[src/design/ntca_pkg.sv]
`default_nettype none
package ntca_pkg;

    localparam int unsigned STEP_COUNT = 24;
    localparam logic [63:0] SAT_MAX = 64'hFFFF_FFFF_FFFF_FFFF;

    localparam logic [1:0] TOPO_RING  = 2'd0;
    localparam logic [1:0] TOPO_MESH  = 2'd1;
    localparam logic [1:0] TOPO_TORUS = 2'd2;

    localparam logic FUNC_LOAD = 1'b0;
    localparam logic FUNC_XFER = 1'b1;

    localparam logic STATUS_OK  = 1'b0;
    localparam logic STATUS_ERR = 1'b1;

    localparam logic [2:0] REG_TOPOLOGY            = 3'd0;
    localparam logic [2:0] REG_MAX_PACKET_BYTES    = 3'd1;
    localparam logic [2:0] REG_TIME_PER_PACKET     = 3'd2;
    localparam logic [2:0] REG_TIME_PER_HOP        = 3'd3;
    localparam logic [2:0] REG_TIME_PER_BYTE_HOP   = 3'd4;
    localparam logic [2:0] REG_ENERGY_PER_PACKET   = 3'd5;
    localparam logic [2:0] REG_ENERGY_PER_HOP      = 3'd6;
    localparam logic [2:0] REG_ENERGY_PER_BYTE_HOP = 3'd7;

    typedef struct packed {
        logic        func;
        logic [3:0]  src_socket;
        logic [3:0]  dst_socket;
        logic [3:0]  pos_x;
        logic [3:0]  pos_y;
        logic [23:0] byte_count;
    } in_item_t;

    typedef struct packed {
        logic        status;
        logic [7:0]  hop_count;
        logic [63:0] time_cost;
        logic [63:0] energy_cost;
        logic [63:0] time_total;
        logic [63:0] energy_total;
    } out_item_t;

    typedef struct packed {
        logic load_item;
        logic tbl_write;
        logic lookup;
        logic start;
        logic div_step;
        logic mul_start;
        logic mul_step;
        logic combine;
        logic clear_cost;
        logic out_load;
    } dp_cmd_t;

    typedef struct packed {
        logic func;
        logic lookup_err;
    } dp_status_t;

endpackage
`default_nettype wire

[src/design/ntca_ctrl.sv]
`default_nettype none
module ntca_ctrl (
    input  wire logic                 aclk,
    input  wire logic                 aresetn,
    input  wire logic                 s_valid,
    output logic                      s_ready,
    output logic                      m_valid,
    input  wire logic                 m_ready,
    input  wire ntca_pkg::dp_status_t stat,
    output ntca_pkg::dp_cmd_t         cmd
);
    import ntca_pkg::*;

    typedef enum logic [2:0] {
        ST_IDLE, ST_LOOKUP, ST_START, ST_DIV, ST_MULSTART, ST_MUL, ST_COMBINE, ST_FINISH
    } state_t;

    state_t     state_reg, state_next;
    logic [4:0] cnt_reg, cnt_next;
    logic       m_valid_reg, m_valid_next;
    logic       out_free;

    assign s_ready  = (state_reg == ST_IDLE);
    assign m_valid  = m_valid_reg;
    assign out_free = !m_valid_reg || m_ready;

    always_comb begin
        cmd          = '0;
        state_next   = state_reg;
        cnt_next     = cnt_reg;
        m_valid_next = m_valid_reg && !m_ready;
        unique case (state_reg)
            ST_IDLE: begin
                if (s_valid) begin
                    cmd.load_item = 1'b1;
                    state_next    = ST_LOOKUP;
                end
            end
            ST_LOOKUP: begin
                if (stat.func == FUNC_LOAD) begin
                    cmd.tbl_write  = 1'b1;
                    cmd.clear_cost = 1'b1;
                    state_next     = ST_FINISH;
                end else begin
                    cmd.lookup = 1'b1;
                    state_next = ST_START;
                end
            end
            ST_START: begin
                if (stat.lookup_err) begin
                    cmd.clear_cost = 1'b1;
                    state_next     = ST_FINISH;
                end else begin
                    cmd.start  = 1'b1;
                    cnt_next   = '0;
                    state_next = ST_DIV;
                end
            end
            ST_DIV: begin
                cmd.div_step = 1'b1;
                cnt_next     = cnt_reg + 5'd1;
                if (cnt_reg == 5'(STEP_COUNT - 1)) begin
                    state_next = ST_MULSTART;
                end
            end
            ST_MULSTART: begin
                cmd.mul_start = 1'b1;
                cnt_next      = '0;
                state_next    = ST_MUL;
            end
            ST_MUL: begin
                cmd.mul_step = 1'b1;
                cnt_next     = cnt_reg + 5'd1;
                if (cnt_reg == 5'(STEP_COUNT - 1)) begin
                    state_next = ST_COMBINE;
                end
            end
            ST_COMBINE: begin
                cmd.combine = 1'b1;
                state_next  = ST_FINISH;
            end
            ST_FINISH: begin
                if (out_free) begin
                    cmd.out_load = 1'b1;
                    m_valid_next = 1'b1;
                    state_next   = ST_IDLE;
                end
            end
            default: state_next = ST_IDLE;
        endcase
    end

    always_ff @(posedge aclk) begin
        if (!aresetn) begin
            state_reg   <= ST_IDLE;
            cnt_reg     <= '0;
            m_valid_reg <= 1'b0;
        end else begin
            state_reg   <= state_next;
            cnt_reg     <= cnt_next;
            m_valid_reg <= m_valid_next;
        end
    end

endmodule
`default_nettype wire

[config.mk]
export PLATFORM = sky130hd
export DESIGN_NAME = ntca_ctrl
export DESIGN_NICKNAME = d
export VERILOG_FILES = /design/src/design/ntca_pkg.sv /design/src/design/ntca_ctrl.sv
export SDC_FILE = /design/constraint.sdc
export NUM_CORES = 1
export LEC_CHECK = 0
export BUFFER_PORTS_ARGS = -buffer_cell sky130_fd_sc_hd__buf_4
export CAP_MARGIN = 20
export CORE_MARGIN = 2
export CORE_UTILIZATION = 30
export DETAILED_ROUTE_END_ITERATION = 8
export GPL_ROUTABILITY_DRIVEN = 1
export SYNTH_ARGS = -nofsm -noshare
export SYNTH_HDL_FRONTEND = slang
export SYNTH_SLANG_ARGS = --single-unit
[constraint.sdc]
create_clock -name aclk -period 1.4 [get_ports aclk]
set_input_delay 0 -clock aclk [delete_from_list [all_inputs] [get_ports aclk]]
set_output_delay 0 -clock aclk [all_outputs]
set_load 0.02 [all_outputs]
==> results.txt, run 1 <==
Status - finished, final reports clean
Synth warn - 0
Yosys reg bits - 9
Number of synthesized flops with an enable pin - 0
Max reg flops - 5
TritonCTS Buffers - 3
Commonest non-fill, non-tap cell in the layout - buf_4
R2r startpoint - cnt_reg[0]$_SDFFE_PN0P_
Hold Startpoint - aresetn
Post-layout util - 42.8%
Mux share of post-synthesis cell area - 6.26%
Delay-heaviest family, CP - flip-flops
Core area - 0.00202 mm2
IO Count - 18
Hold Path Sink - state_reg[0]$_SDFFE_PN0P_
Starting Density - 32.6%
Total grt overflow - 0
Total number of vias - 611
Post-CTS Setup Repair Bufs - 0
Number of global-route vias before repair - 535
Design area - 865 um2
Simple-gate share of the synthesized area - 38.3%
Initial antenna violation count - 0
Root Buffer - clkbuf_4
Synth Area in Compound Gates - 14.6%
Hold_ws - 0.0110 ns
Hold path depth - 3
Main combinational cell family by area after synthesis - simple AND/OR/NAND/NOR gates
Chip height - 50.9 um
Filler Cell Count - 209
Crit Path Category - reg2out
Syn Nets - 83
Power Total - 1.18 mW
Slew headroom - 79.3%
Post-Synth XOR/XNOR Area - 4.17%
Post-DP Area - 820 um2
H-tree Lvls - 1
Share of cells above drive strength 1 - 40.0%
Worst reg2reg setup slack - 0.15 ns
CP max stage cell - dfxtp_2
Full die area - 0.00259 mm2
Slew Viols, Final - 0
Min Tclk post-route - 1.30 ns
# nets final - 103
PD cells - 1360 mW/mm2
Setup crit end kind - output port
Final hold vios - 0
N_diodes - 0
Required time of the critical path - 1.40 ns
Post-synthesis instance total - 76
Largest net degree at the start of global routing - 13
Hold Crit Class - in2reg
DR iter-0 viols - 2
Commonest cells after routing, fill and taps aside - buf_4 (20), nand3_1 (10), dfxtp_1 (6), and2_1 (5), nor2_1 (4)
Reg2reg path depth - 4
Post-synthesis cell type count - 34
Fmax - 0.770 GHz
# setup viols final - 0
Clk slew on worst S/H paths - 0.06 ns
Most common flop cell mapped by yosys - dfxtp_1
Startpoint types - flop
Row count - 16
# DRC - 0
Mapped Avg Cell Area - 8.68 um2
Tcrit/Tclk final - 92.8%
Final HPWL DP - 1020 um
CTS max path bufs - 2
Arr. time, crit path - 1.30 ns
Adder-Cell Fraction of Synth Area - 1.90%
Total GRT Usage - 12.3%
Drt wl/cell - 11.1 um
Input/output buffers - 17
RR Endpoint - state_reg[1]$_SDFFE_PN0P_
Hold bufs inserted after CTS - 0
Worst path bufs/invs - 2
Clock insertion delay at the later pin of the skew report - 0.26 ns
Final WL - 1350 um
Width of the die - 50.9 um
Seq/Total Area, Yosys - 27.3%
Worst path max stage delay - 0.42 ns
RD Place Congestion - 0.793
Worst clock skew - 0.00224 ns
CTS sink cnt - 9
Post-DRT Antenna Nets - 0
Synth async-reset ratio - 0%
TritonCTS clock tree - yes
Peak VDD IR - 0.552 mV
RSZ-0062 raised after global routing - true
Synthesized area - 659 um2
Pleak - 0.390 nW
Total Neg Setup Slack - 0 ns
Drt first pass iters - 2
Max cap viols - 0
Area growth syn-to-layout - 31.1%
Global-route wire length before repair - 2370 um
Worst Max-Slew Pin Slew - 0.310 ns
Via/cell ratio - 5.01
Crit-path max FO - 12
Crit path cell chain - buf_6 -> nand3_1 -> nor2_2 -> buf_4
-- cells in the mapped netlist (2+ instances only) --
master | count | share of area (%)
and2_1 | 5 | 4.7
o21ai_0 | 2 | 1.5
mux2i_1 | 3 | 4.6
a31oi_1 | 3 | 2.8
nor3_1 | 2 | 1.5
buf_4 | 2 | 2.3
dfxtp_1 | 9 | 27
buf_2 | 3 | 2.3
nor2b_1 | 2 | 1.9
o211a_1 | 2 | 3.0
nand2_1 | 3 | 1.7
nand2b_1 | 3 | 2.8
and3b_1 | 2 | 2.7
nor2_1 | 5 | 2.8
nor4b_1 | 2 | 2.7
nand3_1 | 10 | 7.6
-- metrics by stage --
stage               worst slack, ns  cells
detailed placement           0.0946    118
floorplan                  -0.00927     76
finish                        0.101    122
global route               -0.00260    122
CTS                          0.0130    122
global placement             0.0462    118
-- layout make-up --
type,count,area (um2),area share [%]
inverters,1,3.75,0.434
multi-input cells,59,442,51.1
clock buffers,4,26.3,3.04
well taps,27,33.8,3.91
flip-flops and latches,9,186,21.6
repair buffers,22,173,20.0
-- layer usage --
metal	routed length (um)	track usage, %	vias to the layer above
met2	667	20.6	11
li1	-	-	313
met4	6	4.05	0
met3	67	5.26	2
met1	613	13.9	285
met5	0	0	-
-- timing repair --
action                     in CTS  in global routing
setup endpoints to repair       5                  3
hold endpoints to repair        0                  0
cloned                          0                  0
gates resized for setup         4                  4
pin swaps                       0                  0
-- logic make-up after synthesis --
kind of cell               Yosys count
DFF                                  9
xor gates and xnor gates             1
adders and majority gates            1
and+or+nand+nor                     42
buffers and inverters                8
muxes                                4
AOI/OAI and AO/OA                   11
-- how the worst max path moves through the flow --
stage                              startpoint                        end  slack [ns]  depth (start not counted)
floorplan           state_reg[0]$_SDFFE_PN0P_                     cmd[8]      -0.009                          3
global placement    state_reg[2]$_SDFFE_PN0P_  state_reg[1]$_SDFFE_PN0P_        0.05                          4
detailed placement  state_reg[1]$_SDFFE_PN0P_  state_reg[2]$_SDFFE_PN0P_        0.09                          5
CTS                 state_reg[2]$_SDFFE_PN0P_                     cmd[0]        0.01                          4
global route        state_reg[1]$_SDFFE_PN0P_                     cmd[9]      -0.003                          4
finish              state_reg[2]$_SDFFE_PN0P_                     cmd[0]        0.10                          4
-- power by group --
part / switching (mW) / total (mW) / internal [mW]
sequential: 0.0699 / 0.366 / 0.296
combinational: 0.322 / 0.609 / 0.287
clock: 0.0939 / 0.204 / 0.110
-- worst register-to-register path, stage by stage (launching register included) --
cell and delay (ns):
dfxtp_1 0.33, ha_1 0.22, nand4b_1 0.13, mux2_2 0.34
nor3_1 0.15
No activity file was read; power rests on OpenSTA's default activity.
==> run 2: changes to the inputs <==
--- a/config.mk
+++ b/config.mk
@@ -5,10 +5,12 @@
 export SDC_FILE = /design/constraint.sdc
 export NUM_CORES = 1
 export LEC_CHECK = 0
+export ABC_AREA = 1
 export BUFFER_PORTS_ARGS = -buffer_cell sky130_fd_sc_hd__buf_4
 export CAP_MARGIN = 20
 export CORE_MARGIN = 2
 export CORE_UTILIZATION = 30
+export CTS_BUF_LIST = sky130_fd_sc_hd__clkbuf_8
 export DETAILED_ROUTE_END_ITERATION = 8
 export GPL_ROUTABILITY_DRIVEN = 1
 export SYNTH_ARGS = -nofsm -noshare
==> results.txt, run 2 <==
Synthesized area - 608 um2 (-7.8%)
Hold Path Sink - m_valid$_SDFF_PN0_
Max cap viols - 0 (unchanged)
Synth async-reset ratio - 0% (unchanged)
Hold Crit Class - in2reg
Post-CTS Setup Repair Bufs - 0 (unchanged)
Setup crit end kind - flop
Area fraction of the dominant cell type after synthesis - 29.6% (+2.3 points)
Psw - 0.634 mW (+30%)
Fmax - 0.782 GHz (+1.6%)
Status - finished, final reports clean
Hold_ws - 0.00905 ns (-0.00199 ns)
IO Count - 18 (unchanged)
Global-route wire length before repair - 2420 um (+2.0%)
Clock Power Share - 21.5% (+4.2 points)
Internal power - 0.760 mW (+9.6%)
Input/output buffers - 17 (unchanged)
# DRC - 0 (unchanged)
CTS sink cnt - 9 (unchanged)
Pleak - 0.429 nW (+10%)
Most frequent cells after synthesis - nand2_1 (20), inv_1 (14), nand3_1 (14), nor2_1 (14), dfxtp_1 (9)
Crit path depth - 9 (+5)
Seq pwr share - 28.4% (-2.7 points)
Share of cells above drive strength 1 - 32.5% (-7.5 points)
Drt wl/cell - 10.2 um (-8.1%)
DR iter-0 viols - 6 (+4)
Hold bufs inserted after CTS - 0 (unchanged)
Clk slew on worst S/H paths - 0.05 ns (about the same)
Initial antenna violation count - 0 (unchanged)
Most used cell, CP - nand2_1
Place WS - 0.111 ns (+0.0164 ns)
Design area - 820 um2 (-5.2%)
Peak VDD IR - 0.718 mV (+30%)
Worst reg2reg setup slack - 0.12 ns (-0.03 ns)
Worst path bufs/invs - 1 (-1)
TritonCTS Buffers - 3 (unchanged)
Hold Startpoint - aresetn
PD cells - 1700 mW/mm2 (+25%)
Number of global-route vias before repair - 620 (+16%)
CP max stage cell - dfxtp_1
Yosys reg bits - 9 (unchanged)
Gate power share - 50.1% (-1.5 points)
N_diodes - 0 (unchanged)
Slew headroom - 81.6% (+2.3 points)
Worst Max-Slew Pin Slew - 0.275 ns (-0.0349 ns)
Min Tclk post-route - 1.28 ns (-0.0210 ns)
Largest net degree at the start of global routing - 8 (-5)
Ranking of synthesized cells by area - dfxtp_1 (30%), nand2_1 (12%), nand3_1 (12%)
TritonCTS clock tree - yes
Switch share - 45.5% (+4.3 points)
Total grt overflow - 0 (unchanged)
Area leader, netlist - dfxtp_1
Synth warn - 0 (unchanged)
Delay-heaviest family, CP - simple AND/OR/NAND/NOR gates
RD Place Congestion - 0.861 (+8.6%)
Crit path cell chain - ha_1 -> nand2_1 -> inv_1 -> nand3_1 -> nand2_4 -> nand2_4 -> nand2_1 -> nand2_1 -> nor2_1
Post-route worst setup slack - 0.122 ns (+0.0210 ns)
Crit Path Category - reg2reg
Chip height - 49.0 um (-3.7%)
Post-DRT Antenna Nets - 0 (unchanged)
Final HPWL DP - 1140 um (+12%)
Starting Density - 31.3% (-1.3 points)
Row count - 16 (unchanged)
Arr. time, crit path - 1.44 ns (+0.14 ns)
Total GRT Usage - 12.8% (+0.50 points)
Post-DP Area - 769 um2 (-6.1%)
Total Neg Setup Slack - 0 ns (unchanged)
Tcrit/Tclk final - 91.3% (-1.5 points)
Required time of the critical path - 1.56 ns (+0.16 ns)
Worst clock skew - 0.00155 ns (-0.000692 ns)
Core area - 0.00194 mm2 (-4.0%)
Area growth syn-to-layout - 34.8%
Full die area - 0.00240 mm2 (-7.2%)
Most common cell in the synthesized netlist - nand2_1
Total number of vias - 663 (+8.5%)
RR Endpoint - state_reg[1]$_SDFFE_PN0P_
PostCTS Resize Cnt - 0 (-4)
Commonest non-fill, non-tap cell in the layout - nand2_1
Width of the die - 49.0 um (-3.7%)
Syn Nets - 103 (+24%)
Root Buffer - clkbuf_8
Reg2reg path depth - 9 (+5)
Via/cell ratio - 4.60 (-8.1%)
Commonest cells after routing, fill and taps aside - nand2_1 (20), buf_4 (17), inv_1 (15), nor2_1 (14), nand3_1 (14)
Post-synthesis instance total - 96 (+26%)
Max reg flops - 5 (unchanged)
Crit-path max FO - 4 (-8)
Clock insertion delay at the later pin of the skew report - 0.23 ns (-0.03 ns)
Drt first pass iters - 4 (+2)
Seq/Total Area, Yosys - 29.6% (+2.3 points)
CTS max path bufs - 2 (unchanged)
R2r startpoint - cnt_reg[1]$_SDFFE_PN0P_
Hold path depth - 2 (-1)
# nets final - 125 (+21%)
Most common flop cell mapped by yosys - dfxtp_1
Number of synthesized flops with an enable pin - 0 (unchanged)
Final WL - 1470 um (+8.4%)
H-tree Lvls - 1 (unchanged)
Slew Viols, Final - 0 (unchanged)
Post-synthesis cell type count - 18 (-47%)
Worst path max stage delay - 0.37 ns (-0.05 ns)
Final hold vios - 0 (unchanged)
Mapped Avg Cell Area - 6.33 um2 (-27%)
RSZ-0062 raised after global routing - false
# setup viols final - 0 (unchanged)
Startpoint types - flop
run 2: changes by cell type after synthesis, moves of 4 or more:
cell     before  now
nand2_1       3   20
nor2_1        5   14
a21oi_1       0    6
nand3_1      10   14
and2_1        5    0
inv_2         0    4
inv_1         1   14
run 2: per-layer routing:
metal | part of all wire (%) | up-vias | track usage (%) | routed length [um]
li1 | - | 347 | - | -
met1 | 48 | 296 | 14.8 | 698
met2 | 46 | 16 | 21.7 | 680
met3 | 4.6 | 4 | 2.76 | 67
met4 | 1.4 | 0 | 7.14 | 21
met5 | 0 | - | 0 | 0
run 2: through the flow:
stage	util (%)	std cells	power [mW]
6_report	42.2	144	1.39
5_1_grt	42.2	144	1.49
2_1_floorplan	-	96	0.861
4_1_cts	41.9	144	1.39
3_5_place_dp	39.6	140	1.09
3_3_place_gp	39.6	140	1.08
run 2: cell families after synthesis:
group | count (synthesis) | share of synthesized area, %
flip-flops | 9 | 29.6
buffers and inverters | 18 | 11.1
adder cells (fa/ha/maj) | 1 | 2.06
AND/OR/NAND/NOR | 60 | 49.8
AO/OA/AOI/OAI | 8 | 7.41
run 2: worst max path at each step:
stage                               from                        end  slack (ns)
5_1_grt          cnt_reg[1]$_SDFFE_PN0P_  state_reg[1]$_SDFFE_PN0P_        0.03
2_1_floorplan  state_reg[2]$_SDFFE_PN0P_    cnt_reg[0]$_SDFFE_PN0P_        0.15
6_report         cnt_reg[1]$_SDFFE_PN0P_  state_reg[1]$_SDFFE_PN0P_        0.12
3_5_place_dp     cnt_reg[0]$_SDFFE_PN0P_  state_reg[1]$_SDFFE_PN0P_        0.11
4_1_cts        state_reg[0]$_SDFFE_PN0P_                     cmd[6]        0.05
3_3_place_gp     cnt_reg[0]$_SDFFE_PN0P_  state_reg[1]$_SDFFE_PN0P_        0.13
run 2: power by group through the flow:
stage	registers [mW]	clock network (mW)	logic [mW]
after global placement	0.386	0	0.690
final	0.395	0.300	0.698
after CTS	0.386	0.304	0.698
after global routing	0.405	0.312	0.775
after floorplan	0.375	0	0.487
after detailed placement	0.391	0	0.695
run 2: layout make-up:
cell class / count / area [um2]
Fill cell: 238 / 1120
Multi-Input combinational cell: 69 / 360
Sequential cell: 9 / 185
Timing Repair Buffer: 17 / 128
Clock buffer: 3 / 41.3
Inverter: 18 / 67.6
Tap cell: 27 / 33.8
Clock inverter: 1 / 3.75
